`src/sv/soe_pkg.sv`:
```
// Package for the stack operator evaluator: sizes, opcodes, status codes,
// controller states and the command/status structs between controller and datapath.
package soe_pkg;
  localparam int StackDepth = 16;
  localparam int WordWidth = 32;
  localparam int AddrW = $clog2(StackDepth);
  localparam int CntW = $clog2(StackDepth + 1);

  typedef logic [WordWidth-1:0] word_t;

  typedef enum logic [4:0] {
    OP_INC = 5'd0, OP_DEC = 5'd1, OP_NOT = 5'd2, OP_NEG = 5'd3,
    OP_DIV = 5'd4, OP_SUB = 5'd5, OP_MUL = 5'd6, OP_ADD = 5'd7,
    OP_MOD = 5'd8, OP_POW = 5'd9, OP_LE = 5'd10, OP_LT = 5'd11,
    OP_GE = 5'd12, OP_GT = 5'd13, OP_NE = 5'd14, OP_EQ = 5'd15,
    OP_AND = 5'd16, OP_OR = 5'd17
  } opcode_t;

  typedef enum logic [1:0] {
    ST_OK = 2'd0, ST_DIVZ = 2'd1, ST_UNDER = 2'd2, ST_OVER = 2'd3
  } status_t;

  typedef enum logic [3:0] {
    S_IDLE, S_RD_B, S_RD_A, S_LD_A, S_EXEC, S_ITER, S_WRITE, S_RD_TOP,
    S_LD_TOP, S_OUT
  } state_t;

  // Commands from controller to datapath.
  typedef struct packed {
    logic       capture;   // latch the request fields
    logic       rd_b;      // read entry count-1 into b
    logic       rd_a;      // read entry count-2 into a
    logic       ld_a;      // take the read data into a
    logic       start;     // set up the operator
    logic       iter;      // one divide or power step
    logic       write;     // write answer or pushed value, update count
    logic       rd_top;    // take the top of stack into the result
  } cmd_t;

  // Status from datapath to controller.
  typedef struct packed {
    logic       is_push;
    logic       unary;
    logic       binary;
    logic       iterative;
    logic       iter_done;
    logic       fault;     // error found, stack left unchanged
  } stat_t;
endpackage

```
`src/sv/soe_datapath.sv`:
```
// Datapath of the stack operator evaluator: stack memory, count, operand
// registers, shared divide/power step unit and result register. Uses soe_pkg.
module soe_datapath (
  input  logic                 clk,
  input  logic                 rst_n,
  input  soe_pkg::cmd_t        cmd,
  output soe_pkg::stat_t       stat,
  input  logic                 in_kind,
  input  logic [4:0]           in_opcode,
  input  logic signed [31:0]   in_operand_value,
  output logic signed [31:0]   res_value,
  output logic [1:0]           res_status,
  output logic [4:0]           res_depth
);
  import soe_pkg::*;

  localparam int IterW = $clog2(WordWidth + 1);

  word_t mem [StackDepth];
  word_t rd_data_r;
  logic [CntW-1:0] count_r, count_nxt;
  logic kind_r;
  logic [4:0] op_r;
  word_t val_r, a_r, b_r;
  logic [1:0] status_r, status_nxt;
  // Iteration registers: remainder/quotient for divide, acc/square for power.
  word_t acc_r, acc_nxt, sq_r, sq_nxt, ex_r, ex_nxt;
  logic [IterW-1:0] it_r, it_nxt;
  word_t ans_r, ans_nxt;

  logic [CntW-1:0] cm1, cm2;
  assign cm1 = count_r - CntW'(1);
  assign cm2 = count_r - CntW'(2);

  logic sa, sb;
  word_t ma, mb;
  assign sa = a_r[WordWidth-1];
  assign sb = b_r[WordWidth-1];
  assign ma = sa ? -a_r : a_r;
  assign mb = sb ? -b_r : b_r;

  logic is_div;
  assign is_div = (op_r == OP_DIV) || (op_r == OP_MOD);

  always_comb begin
    stat.is_push   = !kind_r;
    stat.unary     = kind_r && op_r <= OP_NEG;
    stat.binary    = kind_r && op_r >= OP_DIV && op_r <= OP_OR;
    stat.iterative = kind_r && (is_div || op_r == OP_POW);
    stat.iter_done = (it_r == IterW'(WordWidth));
    stat.fault     = (status_r != ST_OK);
  end

  // One step: restoring divide bit, or square-and-multiply bit.
  logic [WordWidth:0] trial;
  word_t rem_sh;
  always_comb begin
    acc_nxt = acc_r; sq_nxt = sq_r; ex_nxt = ex_r; it_nxt = it_r;
    rem_sh = {acc_r[WordWidth-2:0], sq_r[WordWidth-1]};
    trial = {1'b0, rem_sh} - {1'b0, mb};
    if (cmd.start) begin
      it_nxt = '0;
      if (is_div) begin
        acc_nxt = '0; sq_nxt = ma; ex_nxt = '0;
      end else begin
        acc_nxt = word_t'(1); sq_nxt = a_r; ex_nxt = b_r;
      end
    end else if (cmd.iter) begin
      it_nxt = it_r + IterW'(1);
      if (is_div) begin
        if (!trial[WordWidth]) acc_nxt = trial[WordWidth-1:0];
        else acc_nxt = rem_sh;
        sq_nxt = {sq_r[WordWidth-2:0], !trial[WordWidth]};
      end else begin
        if (ex_r[0]) acc_nxt = word_t'(acc_r * sq_r);
        sq_nxt = word_t'(sq_r * sq_r);
        ex_nxt = ex_r >> 1;
      end
    end
  end

  // Answer for the write step.
  logic slt;
  assign slt = $signed(a_r) < $signed(b_r);
  always_comb begin
    ans_nxt = ans_r;
    status_nxt = status_r;
    if (cmd.capture) status_nxt = ST_OK;
    if (cmd.start) begin
      if (!kind_r) begin
        if (count_r >= CntW'(StackDepth)) status_nxt = ST_OVER;
      end else if (op_r <= OP_NEG) begin
        if (count_r < CntW'(1)) status_nxt = ST_UNDER;
      end else if (op_r <= OP_OR) begin
        if (count_r < CntW'(2)) status_nxt = ST_UNDER;
        else if (is_div && b_r == '0) status_nxt = ST_DIVZ;
      end
      unique case (op_r)
        OP_INC: ans_nxt = b_r + word_t'(1);
        OP_DEC: ans_nxt = b_r - word_t'(1);
        OP_NOT: ans_nxt = word_t'(b_r == '0);
        OP_NEG: ans_nxt = -b_r;
        OP_SUB: ans_nxt = a_r - b_r;
        OP_MUL: ans_nxt = word_t'(a_r * b_r);
        OP_ADD: ans_nxt = a_r + b_r;
        OP_LE:  ans_nxt = word_t'(!($signed(b_r) < $signed(a_r)));
        OP_LT:  ans_nxt = word_t'(slt);
        OP_GE:  ans_nxt = word_t'(!slt);
        OP_GT:  ans_nxt = word_t'($signed(b_r) < $signed(a_r));
        OP_NE:  ans_nxt = word_t'(a_r != b_r);
        OP_EQ:  ans_nxt = word_t'(a_r == b_r);
        OP_AND: ans_nxt = word_t'(a_r != '0 && b_r != '0);
        OP_OR:  ans_nxt = word_t'(a_r != '0 || b_r != '0);
        default: ans_nxt = '0;
      endcase
      if (!kind_r) ans_nxt = val_r;
    end else if (cmd.iter && stat.iter_done) begin
      // Final fix-up of sign and power special cases.
      if (op_r == OP_DIV) ans_nxt = (sa ^ sb) ? -sq_r : sq_r;
      else if (op_r == OP_MOD) ans_nxt = sa ? -acc_r : acc_r;
      else if (sb) begin
        if (a_r == word_t'(1)) ans_nxt = word_t'(1);
        else if (a_r == '1) ans_nxt = b_r[0] ? '1 : word_t'(1);
        else ans_nxt = '0;
      end else ans_nxt = acc_r;
    end
  end

  logic [CntW-1:0] wr_idx;
  always_comb begin
    count_nxt = count_r;
    wr_idx = cm1;
    if (cmd.write && status_r == ST_OK) begin
      if (!kind_r) begin
        count_nxt = count_r + CntW'(1); wr_idx = count_r;
      end else if (op_r >= OP_DIV && op_r <= OP_OR) begin
        count_nxt = cm1; wr_idx = cm2;
      end
    end
  end

  logic [CntW-1:0] rd_idx;
  always_comb begin
    if (cmd.rd_b) rd_idx = cm1;
    else if (cmd.rd_a) rd_idx = cm2;
    else rd_idx = cm1;
  end

  always_ff @(posedge clk) begin
    if (cmd.write && status_r == ST_OK &&
        (!kind_r || op_r <= OP_OR)) mem[wr_idx[AddrW-1:0]] <= ans_r;
    rd_data_r <= mem[rd_idx[AddrW-1:0]];
  end

  always_ff @(posedge clk) begin
    if (!rst_n) begin
      count_r <= '0;
    end else begin
      count_r <= count_nxt;
    end
  end

  always_ff @(posedge clk) begin
    if (cmd.capture) begin
      kind_r <= in_kind;
      op_r <= in_opcode;
      val_r <= word_t'(in_operand_value);
    end
    // Read data is registered, so it lands in the cycle after the address is given.
    if (cmd.rd_a) b_r <= rd_data_r;
    if (cmd.ld_a) a_r <= rd_data_r;
    acc_r <= acc_nxt; sq_r <= sq_nxt; ex_r <= ex_nxt; it_r <= it_nxt;
    ans_r <= ans_nxt;
    status_r <= status_nxt;
    if (cmd.rd_top) res_value <= 32'((count_r == '0) ? '0 : rd_data_r);
    res_status <= status_r;
    res_depth <= 5'(count_r);
  end
endmodule

```
`src/sv/soe_ctrl.sv`:
```
// Controller of the stack operator evaluator: sequences reads, operator
// steps, the stack write and the result hand-off. Uses soe_pkg.
module soe_ctrl (
  input  logic            clk,
  input  logic            rst_n,
  input  logic            in_valid,
  output logic            in_ready,
  output logic            out_valid,
  input  logic            out_ready,
  output soe_pkg::cmd_t   cmd,
  input  soe_pkg::stat_t  stat
);
  import soe_pkg::*;

  state_t state_r, state_nxt;

  always_comb begin
    state_nxt = state_r;
    unique case (state_r)
      S_IDLE:   if (in_valid) state_nxt = S_RD_B;
      S_RD_B:   state_nxt = S_RD_A;
      S_RD_A:   state_nxt = S_LD_A;
      S_LD_A:   state_nxt = S_EXEC;
      S_EXEC:   state_nxt = (stat.iterative && stat.binary) ? S_ITER : S_WRITE;
      S_ITER:   if (stat.fault || stat.iter_done) state_nxt = S_WRITE;
      S_WRITE:  state_nxt = S_RD_TOP;
      S_RD_TOP: state_nxt = S_LD_TOP;
      S_LD_TOP: state_nxt = S_OUT;
      S_OUT:    if (out_ready) state_nxt = S_IDLE;
      default:  state_nxt = S_IDLE;
    endcase
  end

  // The top-of-stack read is issued in S_RD_TOP and its data registered in S_LD_TOP.
  always_comb begin
    cmd = '0;
    in_ready = 1'b0;
    out_valid = 1'b0;
    unique case (state_r)
      S_IDLE:   begin in_ready = 1'b1; cmd.capture = in_valid; end
      S_RD_B:   cmd.rd_b = 1'b1;
      S_RD_A:   cmd.rd_a = 1'b1;
      S_LD_A:   cmd.ld_a = 1'b1;
      S_EXEC:   cmd.start = 1'b1;
      S_ITER:   cmd.iter = 1'b1;
      S_WRITE:  cmd.write = 1'b1;
      S_RD_TOP: ;
      S_LD_TOP: cmd.rd_top = 1'b1;
      S_OUT:    out_valid = 1'b1;
      default:  ;
    endcase
  end

  always_ff @(posedge clk) begin
    if (!rst_n) state_r <= S_IDLE;
    else state_r <= state_nxt;
  end
endmodule

```
`src/sv/stack_operator_evaluator_core.sv`:
```
// Top level of the stack operator evaluator; joins soe_ctrl and soe_datapath.
// Depends on soe_pkg.
//
//  channel | direction | handshake            | fields
//  in      | input     | in_valid / in_ready  | kind, opcode, operand_value
//  out     | output    | out_valid / out_ready| result_value, status, depth_after
//
// A push or simple operator passes through S_RD_B, S_RD_A, S_LD_A, S_EXEC, S_WRITE,
// S_RD_TOP and S_LD_TOP before its result is offered in S_OUT; divide, modulo
// and power also step the shared shift/multiply unit in S_ITER, which is left
// early when the operator faults.
// Synchronous active-low reset empties the stack; entries are not cleared.
// One request is in flight; a stalled result holds until out_ready.
module stack_operator_evaluator_core (
  input  logic                clk,
  input  logic                rst_n,
  input  logic                in_valid,
  output logic                in_ready,
  input  logic                in_kind,
  input  logic [4:0]          in_opcode,
  input  logic signed [31:0]  in_operand_value,
  output logic                out_valid,
  input  logic                out_ready,
  output logic signed [31:0]  out_result_value,
  output logic [1:0]          out_status,
  output logic [4:0]          out_depth_after
);
  import soe_pkg::*;

  cmd_t cmd;
  stat_t stat;

  soe_ctrl u_ctrl (
    .clk, .rst_n, .in_valid, .in_ready, .out_valid, .out_ready,
    .cmd, .stat
  );

  soe_datapath u_dp (
    .clk, .rst_n, .cmd, .stat,
    .in_kind, .in_opcode, .in_operand_value,
    .res_value(out_result_value), .res_status(out_status),
    .res_depth(out_depth_after)
  );
endmodule

```
`config.mk`:
```
export PLATFORM = sky130hd
export DESIGN_NAME = stack_operator_evaluator_core
export DESIGN_NICKNAME = d
export VERILOG_FILES = /design/src/sv/soe_pkg.sv /design/src/sv/soe_datapath.sv /design/src/sv/soe_ctrl.sv /design/src/sv/stack_operator_evaluator_core.sv
export SDC_FILE = /design/constraint.sdc
export NUM_CORES = 2
export LEC_CHECK = 0
export BUFFER_PORTS_ARGS = -buffer_cell sky130_fd_sc_hd__buf_4
export CORE_ASPECT_RATIO = 2
export CORE_MARGIN = 2
export CORE_UTILIZATION = 40
export DETAILED_ROUTE_END_ITERATION = 6
export SLEW_MARGIN = 20
export SYNTH_ARGS = -nofsm -noshare
export SYNTH_HDL_FRONTEND = slang
export SYNTH_SLANG_ARGS = --single-unit
```
`constraint.sdc`:
```
create_clock -name clk -period 8.2 [get_ports clk]
set_input_delay 1.23 -clock clk [delete_from_list [all_inputs] [get_ports clk]]
set_output_delay 1.23 -clock clk [all_outputs]
set_load 0.1 [all_outputs]
```
==> metrics.csv <==
stage,metric,value,unit
global_routing,grt ovf,0,
route,max layer used,met5,
route,ANT nets after route,0,
floorplanning,Initial Util,40.1,%
synth,average cell area after synthesis,10.2,um^2
flow_run,max cap viols,0,
floorplanning,DIE HEIGHT,661,um
route,drt total wl,338,mm
synth,cell taking the most area after synthesis,fa_1,
clock_tree,clk sinks,830,
global_routing,pin count of the biggest net entering global routing,129,
clock_tree,H-Tree Depth,3,
critical_path,Worst path slowest cell,fa_1,
synth,Yosys top cell area share,27.5,%
synth,mux share of post-synthesis cell area,3.96,%
route,met2 WL post-DR,171,mm
clock_tree,Root Buffer,clkbuf_16,
synth,number of synthesized flops with an enable pin,774,
critical_path,CP Capture Type,register,
layout,Final Cell Area,95900,um^2
sta,Slew headroom,21.7,%
synth,"FFs w/ async S/R, synth",0,%
synth,Adder-Cell Fraction of Synth Area,35.2,%
placed_design,gp weighted congestion,1.06,
layout,Final nets,10369,
global_routing,GRT Total Usage,30.9,%
synth,Ys Warns,0,
critical_path,CP arrival,8.53,ns
min_path,path type of the worst min-delay path,register to register,
sta,Worst-Margin Slew,1.16,ns
critical_path,CP Data Required Time,8.68,ns
synth,most frequent cells after synthesis,"1487 x inv_1, 1186 x fa_1, 1003 x nand2_1",
synth,synth top area cells,"fa_1 28%, edfxtp_1 27%, ha_1 7.7%, inv_1 6.5%, nand2_1 4.4%",
clock_tree,Worst-Skew Late Latency,0.74,ns
sta,Period minus WS final,8.05,ns
layout,share of post-route cells with drive strength above 1,10.6,%
route,DR vias,66225,
synth,most frequent cell after synthesis,inv_1,
route,DR DRC count,0,
synth,Synth Area in Simple Gates,11.4,%
sta,Setup Skew,0.0625,ns
sta,"Setup violations, final",0,
critical_path,CP startpoint kind,register,
route,DRT Pass-1 Iters,6,
sta,fin. max-slew vios,0,
floorplanning,num ports,83,
sta,RSZ-0062 raised after global routing,false,
sta,Fin. Hold Viols,0,
run_status,status,"complete, no violations",
critical_path,most frequent CP cell,fa_1,
clock_tree,CTS buffer count,79,
clock_tree,CTS tree,built,
placed_design,Post-DP HPWL,260,mm
route,metal3 WL,22.3,mm
synth,Syn Inst Count,8432,
placed_design,Buffers on Ports,82,
synth,XOR/XNOR Fraction of Synth Area,4.15,%
sta,period utilisation layout,98.2,%
sta,worst setup margin,0.150,ns
clock_tree,Longest Clk Path Bufs,3,
route,number of DRC markers in iteration 0,6220,
layout,non-filler instance count after layout,11484,
synth,post-synth cell types,98,
floorplanning,Die Wd,332,um
placed_design,dpl cell area,92700,um^2
synth,synthesized area,86300,um^2
global_routing,first-pass GRT wire length,485,mm
placed_design,Post-Place Cells,11307,
sta,setup TNS,0,ns
floorplanning,die area,220000,um^2
floorplanning,cell row count,241,
floorplanning,core area,215000,um^2
layout,number of fill cells,20164,
synth,register area share after synthesis,28.2,%
placed_design,Place WS,0.0695,ns
sta,f_max,124,MHz
critical_path,Critical Path Fanout Max,3,
layout,"Area growth, synth to finish",11.1,%
synth,post-synthesis compound-gate area fraction,8.36,%
clock_tree,clk slew on worst S/H paths,0.07,ns
critical_path,crit path kind,register to register,
route,WL/cell,29.5,um
critical_path,CP peak stage delay,0.56,ns
synth,syn nets,10193,
global_routing,initial antenna violation count,27,
global_routing,vias in the first global route,70675,
route,wl on met1,110,mm
synth,prevailing post-synth register cell,edfxtp_1,
synth,largest family of logic cells by synthesized area,adder cells,
route,Vias/cell,5.77,
synth,Seq cells post-synth,830,
==> worst paths after layout <==
kind                                         start              to  slack [ns]  cells past startpoint
worst max-delay path                   u_dp.b_r[4]  u_dp.ans_r[18]        0.15                     27
worst min-delay path            u_dp.rd_data_r[30]    u_dp.b_r[30]        0.46                      0
worst max register to register         u_dp.b_r[4]  u_dp.ans_r[18]        0.15                     27
worst min register to register  u_dp.rd_data_r[30]    u_dp.b_r[30]        0.46                      0
==> kinds of logic (layout without fill, tap and decap cells) <==
kind of cell / after synthesis / in the layout
simple gates: 2194 / 2194
buf+inv: 1982 / 2225
fa+ha+maj: 1719 / 1719
compound gates: 1117 / 1117
flops: 830 / 830
xor+xnor: 409 / 409
mux: 181 / 181
other cells: 0 / 15
==> sequential cells by signal, indices dropped and copies added, names as in the netlist, 5 cells and up <==
name	flops
u_dp.op_r	5
u_dp.sq_r	32
u_dp.val_r	32
u_dp.ex_r	32
u_dp.mem	512
u_dp.acc_r	32
u_dp.rd_data_r	32
u_dp.a_r	32
u_dp.res_depth	5
u_dp.b_r	32
u_dp.res_value	32
u_dp.ans_r	32
u_dp.count_r	5
u_dp.it_r	6
==> worst max-delay path, delay by kind of cell, from the launching register on <==
family,cells,cell delay [ns]
adders and majority gates,10,4.15
AOI/OAI and AO/OA,8,1.76
buffers and inverters,8,0.89
xor gates and xnor gates,1,0.53
DFF,1,0.43
==> per-layer routing <==
metal | vias up | GRT usage, %
li1 | 27584 | -
met1 | 33926 | 32.0
met2 | 3311 | 54.9
met3 | 1392 | 4.88
met4 | 12 | 25.4
met5 | - | 0
==> cell usage in the layout (no fill, tap or decap), types with 42 or more instances in the layout <==
cell type	instances
a211oi_1	82
o22ai_1	42
nand3_1	65
mux2i_1	51
nor2b_1	92
clkbuf_16	79
nor3_1	67
and2_1	215
dfxtp_1	56
o21ai_0	208
a21oi_1	307
nor2_1	514
fa_1	1186
xor2_1	99
ha_1	533
inv_1	1485
mux4_2	128
xnor2_1	300
a21o_1	120
nand2_1	1002
o31ai_1	55
buf_4	510
edfxtp_1	774
==> final cells by class <==
type | count | area (um^2) | area share, %
Multi-Input combinational cell | 5620 | 54800 | 57.2
Sequential cell | 830 | 24400 | 25.4
Inverter | 1522 | 5710 | 5.96
Timing Repair Buffer | 555 | 4600 | 4.80
Tap cell | 2794 | 3500 | 3.65
Clock buffer | 90 | 2020 | 2.10
Clock inverter | 58 | 825 | 0.860
Antenna cell | 15 | 37.5 | 0.0391
==> through the flow <==
stage	utilization (%)	hold slack (ns)
CTS	44.5	0.461
detailed placement	43.1	0.447
global route	44.6	0.477
global placement	43.1	0.450
floorplan	-	0.329
finish	44.6	0.459
==> what timing repair did <==
item | 4_1_cts | 5_1_grt
resized for setup | 0 | 22
buffers inserted | 0 | 9
setup endpoints to repair | 0 | 9
hold buffers | 0 | 0
Power is not shown: default switching activity piles up to over one toggle a cycle in this logic, so the estimate is an artifact.
